`src/hw/rtl/tkdlp_pkg.sv`:
```
package tkdlp_pkg;

    localparam int TIME_W    = 32;
    localparam int CFG_W     = 16;
    localparam int KEY_COUNT = 3;
    localparam int KEY_IDX_W = $clog2(KEY_COUNT);

    typedef logic [KEY_IDX_W-1:0] key_idx_t;
    typedef logic [TIME_W-1:0]    time_t;
    typedef logic [CFG_W-1:0]     cfg_t;

    localparam key_idx_t KEY_UP   = key_idx_t'(0);
    localparam key_idx_t KEY_DOWN = key_idx_t'(1);
    localparam key_idx_t KEY_OK   = key_idx_t'(2);

    typedef enum logic [0:0] {
        REG_DEBOUNCE   = 1'b0,
        REG_LONG_PRESS = 1'b1
    } cfg_index_t;

    localparam cfg_t DEBOUNCE_RESET   = cfg_t'(30);
    localparam cfg_t LONG_PRESS_RESET = cfg_t'(800);

    typedef enum logic [2:0] {
        EV_NONE       = 3'd0,
        EV_UP_SHORT   = 3'd1,
        EV_DOWN_SHORT = 3'd2,
        EV_OK_SHORT   = 3'd3,
        EV_OK_LONG    = 3'd4
    } key_event_t;

    function automatic key_event_t short_event(input key_idx_t idx);
        key_event_t ev;
        unique case (idx)
            KEY_UP:   ev = EV_UP_SHORT;
            KEY_DOWN: ev = EV_DOWN_SHORT;
            KEY_OK:   ev = EV_OK_SHORT;
            default:  ev = EV_NONE;
        endcase
        return ev;
    endfunction

endpackage

```
`src/hw/rtl/three_key_debounce_long_press_unit.sv`:
```
// Debounces three active-low keys (up, down, ok) from timestamped scan beats and reports one
// key_event per scan: short events on release (none for ok after its long event), one long
// event for ok held past long_press_ms. Takes one scan beat per clock while in_stall is low; a
// scan passes an input register and then the result register, which out_stall can hold. All key
// state updates together with the result register. Timestamps wrap modulo 2^32. Write the
// debounce_ms and long_press_ms registers only while no scans are in flight.
module three_key_debounce_long_press_unit (
    input  logic                    clk,
    input  logic                    rst_n,
    input  logic                    in_valid,
    output logic                    in_stall,
    input  tkdlp_pkg::time_t        now_ms,
    input  logic                    up_level,
    input  logic                    down_level,
    input  logic                    ok_level,
    output logic                    out_valid,
    input  logic                    out_stall,
    output tkdlp_pkg::key_event_t   key_event,
    input  logic                    cfg_we,
    input  tkdlp_pkg::cfg_index_t   cfg_index,
    input  tkdlp_pkg::cfg_t         cfg_data
);
    import tkdlp_pkg::*;

    cfg_t       debounce_reg;
    cfg_t       long_press_reg;

    logic       in_valid_reg;
    time_t      now_reg;
    logic [KEY_COUNT-1:0] level_reg;

    logic       out_valid_reg;
    key_event_t key_event_reg;
    key_event_t key_event_next;

    logic [KEY_COUNT-1:0] prev_reg,    prev_next;
    logic [KEY_COUNT-1:0] settled_reg, settled_next;
    time_t      change_time_reg [KEY_COUNT];
    time_t      change_time_next [KEY_COUNT];
    time_t      press_time_reg,  press_time_next;
    logic       long_done_reg,   long_done_next;

    logic       advance;
    logic       process;

    assign advance   = !out_valid_reg || !out_stall;
    assign process   = in_valid_reg && advance;
    assign in_stall  = in_valid_reg && !advance;
    assign out_valid = out_valid_reg;
    assign key_event = key_event_reg;

    always_comb
    begin
        logic  stop;
        logic  raw;
        time_t el;
        prev_next        = prev_reg;
        settled_next     = settled_reg;
        change_time_next = change_time_reg;
        press_time_next  = press_time_reg;
        long_done_next   = long_done_reg;
        key_event_next   = EV_NONE;
        stop             = 1'b0;
        el               = '0;
        for (int k = 0; k < KEY_COUNT; k++)
        begin
            raw = level_reg[k];
            if (!stop)
            begin
                if (raw != prev_reg[k])
                begin
                    prev_next[k]        = raw;
                    change_time_next[k] = now_reg;
                end
                el = now_reg - change_time_next[k];
                if (el >= time_t'(debounce_reg))
                begin
                    if (raw != settled_reg[k])
                    begin
                        settled_next[k] = raw;
                        if (!raw)
                        begin
                            if (key_idx_t'(k) == KEY_OK)
                            begin
                                press_time_next = now_reg;
                                long_done_next  = 1'b0;
                            end
                        end
                        else if (key_idx_t'(k) != KEY_OK || !long_done_next)
                        begin
                            key_event_next = short_event(key_idx_t'(k));
                            stop           = 1'b1;
                        end
                    end
                    // long press on ok, once per press
                    if (!stop && key_idx_t'(k) == KEY_OK && !settled_next[k] &&
                        !long_done_next &&
                        (now_reg - press_time_next) >= time_t'(long_press_reg))
                    begin
                        long_done_next = 1'b1;
                        key_event_next = EV_OK_LONG;
                        stop           = 1'b1;
                    end
                end
            end
        end
    end

    always_ff @(posedge clk or negedge rst_n)
    begin
        if (!rst_n)
        begin
            debounce_reg   <= DEBOUNCE_RESET;
            long_press_reg <= LONG_PRESS_RESET;
        end
        else if (cfg_we)
        begin
            case (cfg_index)
                REG_DEBOUNCE:   debounce_reg   <= cfg_data;
                REG_LONG_PRESS: long_press_reg <= cfg_data;
                default:        ;
            endcase
        end
    end

    always_ff @(posedge clk or negedge rst_n)
    begin
        if (!rst_n)
        begin
            in_valid_reg  <= 1'b0;
            out_valid_reg <= 1'b0;
        end
        else
        begin
            if (!in_stall)
                in_valid_reg <= in_valid;
            if (advance)
                out_valid_reg <= in_valid_reg;
        end
    end

    always_ff @(posedge clk)
    begin
        if (in_valid && !in_stall)
        begin
            now_reg   <= now_ms;
            level_reg <= {ok_level, down_level, up_level};
        end
        if (process)
            key_event_reg <= key_event_next;
    end

    always_ff @(posedge clk or negedge rst_n)
    begin
        if (!rst_n)
        begin
            prev_reg       <= '1;
            settled_reg    <= '1;
            press_time_reg <= '0;
            long_done_reg  <= 1'b0;
            for (int k = 0; k < KEY_COUNT; k++)
                change_time_reg[k] <= '0;
        end
        else if (process)
        begin
            prev_reg        <= prev_next;
            settled_reg     <= settled_next;
            press_time_reg  <= press_time_next;
            long_done_reg   <= long_done_next;
            change_time_reg <= change_time_next;
        end
    end

endmodule
```
`config.mk`:
```
export PLATFORM = sky130hd
export DESIGN_NAME = three_key_debounce_long_press_unit
export DESIGN_NICKNAME = d
export VERILOG_FILES = /design/src/hw/rtl/tkdlp_pkg.sv /design/src/hw/rtl/three_key_debounce_long_press_unit.sv
export SDC_FILE = /design/constraint.sdc
export NUM_CORES = 1
export LEC_CHECK = 0
export BUFFER_PORTS_ARGS = -buffer_cell sky130_fd_sc_hd__buf_2
export CELL_PAD_IN_SITES_DETAIL_PLACEMENT = 0
export CELL_PAD_IN_SITES_GLOBAL_PLACEMENT = 1
export CORE_MARGIN = 2
export CORE_UTILIZATION = 49
export CTS_CLUSTER_SIZE = 14
export DETAILED_ROUTE_END_ITERATION = 10
export PLACE_DENSITY_LB_ADDON = 0.1
export SETUP_SLACK_MARGIN = 0.5
export SYNTH_ARGS = -nofsm -noshare
export SYNTH_HDL_FRONTEND = slang
export SYNTH_SLANG_ARGS = --single-unit
```
`constraint.sdc`:
```
create_clock -name clk -period 6.8 [get_ports clk]
set_clock_uncertainty 0.1 [all_clocks]
set_input_delay 0.34 -clock clk [delete_from_list [all_inputs] [get_ports clk]]
set_output_delay 0.34 -clock clk [all_outputs]
set_load 0.02 [all_outputs]
```
==> results by group <==
Setup path
  • Worst Path Max Fanout: 8
  • R2R cell count: 23
  • Setup CP Type: reg -> reg
  • Critical path data required time: 7.01 ns
  • CP Launch Type: register
  • WP data arrival: between 6 and 7 ns
  • Worst Setup End Kind: register

Cells and area
  • Final #Nets: 2427
  • Number of flip-flops in the largest register: 96
  • Area Overhead vs Synth: 13.2%
  • Design area: 20700 um2
  • Antenna Cells: 0
  • Fraction of layout cells with a size suffix above 1: 11.4%
  • Most frequent cells in the layout: o21ai_0 (205), ha_1 (172), a21oi_1 (161)
  • Most common cell after layout, fill and taps aside: o21ai_0

Timing
  • Worst Slack Setup Final: 0.807 ns
  • Min cycle time layout: 5.99 ns
  • Worst slew pin tran: 1.10 ns
  • RSZ-0062 raised after global routing: no
  • Final Max Slew Viols: 0
  • Final setup vio count: 0
  • Final period util: between 80 and 90%
  • Achievable frequency: around 170 MHz
  • Final hold vios: 0
  • Slew headroom: 26.4%

Route
  • M1 WL: 26200 um
  • Final WL: 57200 um
  • Vias: 16.7k
  • WL met2: 26300 um
  • Drt pass-1 iters: 5
  • Wirelength per Cell: ~21 um
  • Post-DRT Antenna Nets: 0
  • DR WL met3: 3040 um
  • Uppermost layer routed: met4
  • Drt via density: a little over 6
  • # DRC: 0
  • Initial DRC Count: 1014

Pwr
  • Flop pwr share: 20.4%
  • Net Sw Power: 4.48 mW
  • Power Internal: 5.12 mW
  • Switching Share: a little under half
  • Gate power share: 64.5%
  • LEAKAGE: 8.95 nW
  • Maximum vdd drop: approximately 0.00019 V
  • Cell area power density: 465 nW/um2
  • Clk pwr share: 15.1%

Logic synthesis
  • Asr flop ratio synth: 81.6%
  • Sequential area share after synthesis: 29.5%
  • Yosys warnings: 0
  • Compound-Gate Fraction of Synth Area: 25.1%
  • Post-synthesis mux area share: 8.59%
  • Synth Area in XOR/XNOR: 4.65%
  • Synthesized area: 18300 um2
  • Adder-cell share of the synthesized area: 12.9%
  • Synth Area in Simple Gates: 14.9%
  • Largest family of logic cells by synthesized area: compound AO/OA/AOI/OAI gates
  • Yosys reg bits: 207
  • Dominant synthesized flop cell: dfrtp_1
  • Top post-synthesis cells by area: dfrtp_1 (21%), ha_1 (12%), edfxtp_1 (6.3%), o21ai_0 (5.8%), mux2i_1 (5.5%)
  • Syn Inst Count: 2114
  • Syn Nets: 2345
  • Share of the synthesized area in the top cell type: 21.4%
  • Area leader, netlist: dfrtp_1
  • EDFF count, synth: 38
  • Netlist cell types: between 90 and 100
  • Avg Cell Area, Syn: 8.63 um2

Placed design
  • Post-DP HPWL: 42100 um
  • GPL Wtd Cong: 0.935
  • Area after DPL: between 15000 and 20000 um2
  • Buffers on Ports: 61
  • Pre-CTS setup slack: -0.135 ns

Clocking
  • TritonCTS Buffers: 26
  • CTS tree: built
  • Clk_lat worst skew: around 0.56 ns
  • Root Buffer Master: clkbuf_16
  • Clk slew on worst S/H paths: 0.06 ns
  • Max Root-Sink Buffers: 3
  • H-tree depth: 1
  • Clk sinks: a little over 200

Die
  • Core area: 36600 um2
  • Die area: 38800 um2
  • FP Rows: 70
  • Initial Utilization: between 40% and 50%
  • Die Width: 197 um
  • Die height: ~200 um
  • IO Pins: 62

Global route
  • Initial antenna violation count: 0
  • Vias in the first global route: 15.9k
  • GRT Total Usage: 29.1%
  • Maximum number of pins on one net before global-route repair: 101
  • Grt ovf: 0
  • First-pass GRT wire length: approximately 89000 um

Run status
  • Status: finished clean

Run
  • Max_cap viols: 0

Hold path
  • Hold path cells: 4
  • Min-delay worst type: in -> reg
[cell type report]
| type | count | area, um2 |
|---|---|---|
| multi-input combinational | 1706 | 12200 |
| timing repair buffer | 163 | 1240 |
| sequential | 207 | 5390 |
| clock buffer | 30 | 676 |
| inverter | 92 | 349 |
| tap | 468 | 586 |
| fill | 3371 | 16000 |
| clock inverter | 18 | 196 |
[power by group through the flow]
stage / Sequential [mW] / Clock, mW / Combinational [mW]
floorplan: 1.87 / 0 / 4.60
global placement: 1.96 / 0 / 5.86
detailed placement: 1.97 / 0 / 5.94
CTS: 1.96 / 1.47 / 6.05
global route: 2.01 / 1.51 / 6.91
finish: 1.96 / 1.45 / 6.19
[cell families after synthesis]
group / after synthesis
AOI/OAI and AO/OA: 722
muxes: 150
xor gates and xnor gates: 96
buffers and inverters: 203
and+or+nand+nor: 546
adders and majority gates: 190
DFF: 207
[path summary, 6_finish.rpt]
path | from | slack (ns) | end
setup / recovery | level_reg[2] | 0.81 | key_event[2]
min in group asynchronous | rst_n | 0.38 | long_press_reg[6]
hold reg to reg | change_time_reg[58] | 0.38 | change_time_reg[58]
max in group asynchronous | rst_n | 4.57 | change_time_reg[69]
setup reg to reg | level_reg[2] | 0.81 | key_event[2]
hold / removal | cfg_index | 0.20 | debounce_reg[4]
[metal layers]
layer,global-route usage (%),vias up
met1,39.8,8095
li1,-,8050
met5,0,-
met2,48.3,458
met4,9.13,0
met3,3.35,100
[cells in the mapped netlist (42+ instances only)]
cell type,number
a21oi_1,161
o21ai_0,211
nor2_1,125
a21o_1,58
nand3_1,42
clkbuf_1,77
xnor2_1,60
mux2i_1,100
mux2_2,49
nand2_1,147
inv_1,91
dfrtp_1,156
ha_1,172
[critical path: stages (launching register included)]
cell	delay (ns)
edfxtp_1	0.37
buf_4	0.19
ha_1	0.37
nor2_4	0.19
buf_4	0.22
mux2i_1	0.31
ha_1	0.33
o21a_1	0.18
o21ai_0	0.22
a221oi_1	0.15
o21ai_2	0.21
nor2b_1	0.23
xnor2_1	0.15
ha_1	0.28
a21o_1	0.18
a211oi_1	0.23
nand2_1	0.08
o221a_2	0.27
a2111o_1	0.38
a2111oi_0	0.38
nand4_1	0.16
nor4_2	0.26
a21oi_1	0.14
and3b_1	0.17
[stage by stage]
| stage | hold slack, ns | utilization, % | power (mW) | instances | TNS [ns] |
|---|---|---|---|---|---|
| final | 0.203 | 56.4 | 9.60 | 2684 | 0 |
| after global routing | 0.257 | 56.4 | 10.4 | 2684 | 0 |
| after CTS | 0.186 | 56.0 | 9.48 | 2671 | 0 |
| after detailed placement | 0.371 | 51.8 | 7.92 | 2561 | -1.41 |
| after global placement | 0.358 | 51.8 | 7.82 | 2561 | -0.563 |
| after floorplan | -0.0556 | - | 6.48 | 2114 | 0 |
[what timing repair did]
item,in CTS,in global routing
endpoints found under the hold margin,157,0
resized for setup,7,19
setup buffers,7,11
setup endpoints to repair,60,71
cloned,0,2
hold buffers,55,0
pin swaps,4,4
Power figures use the tool's default switching activity.
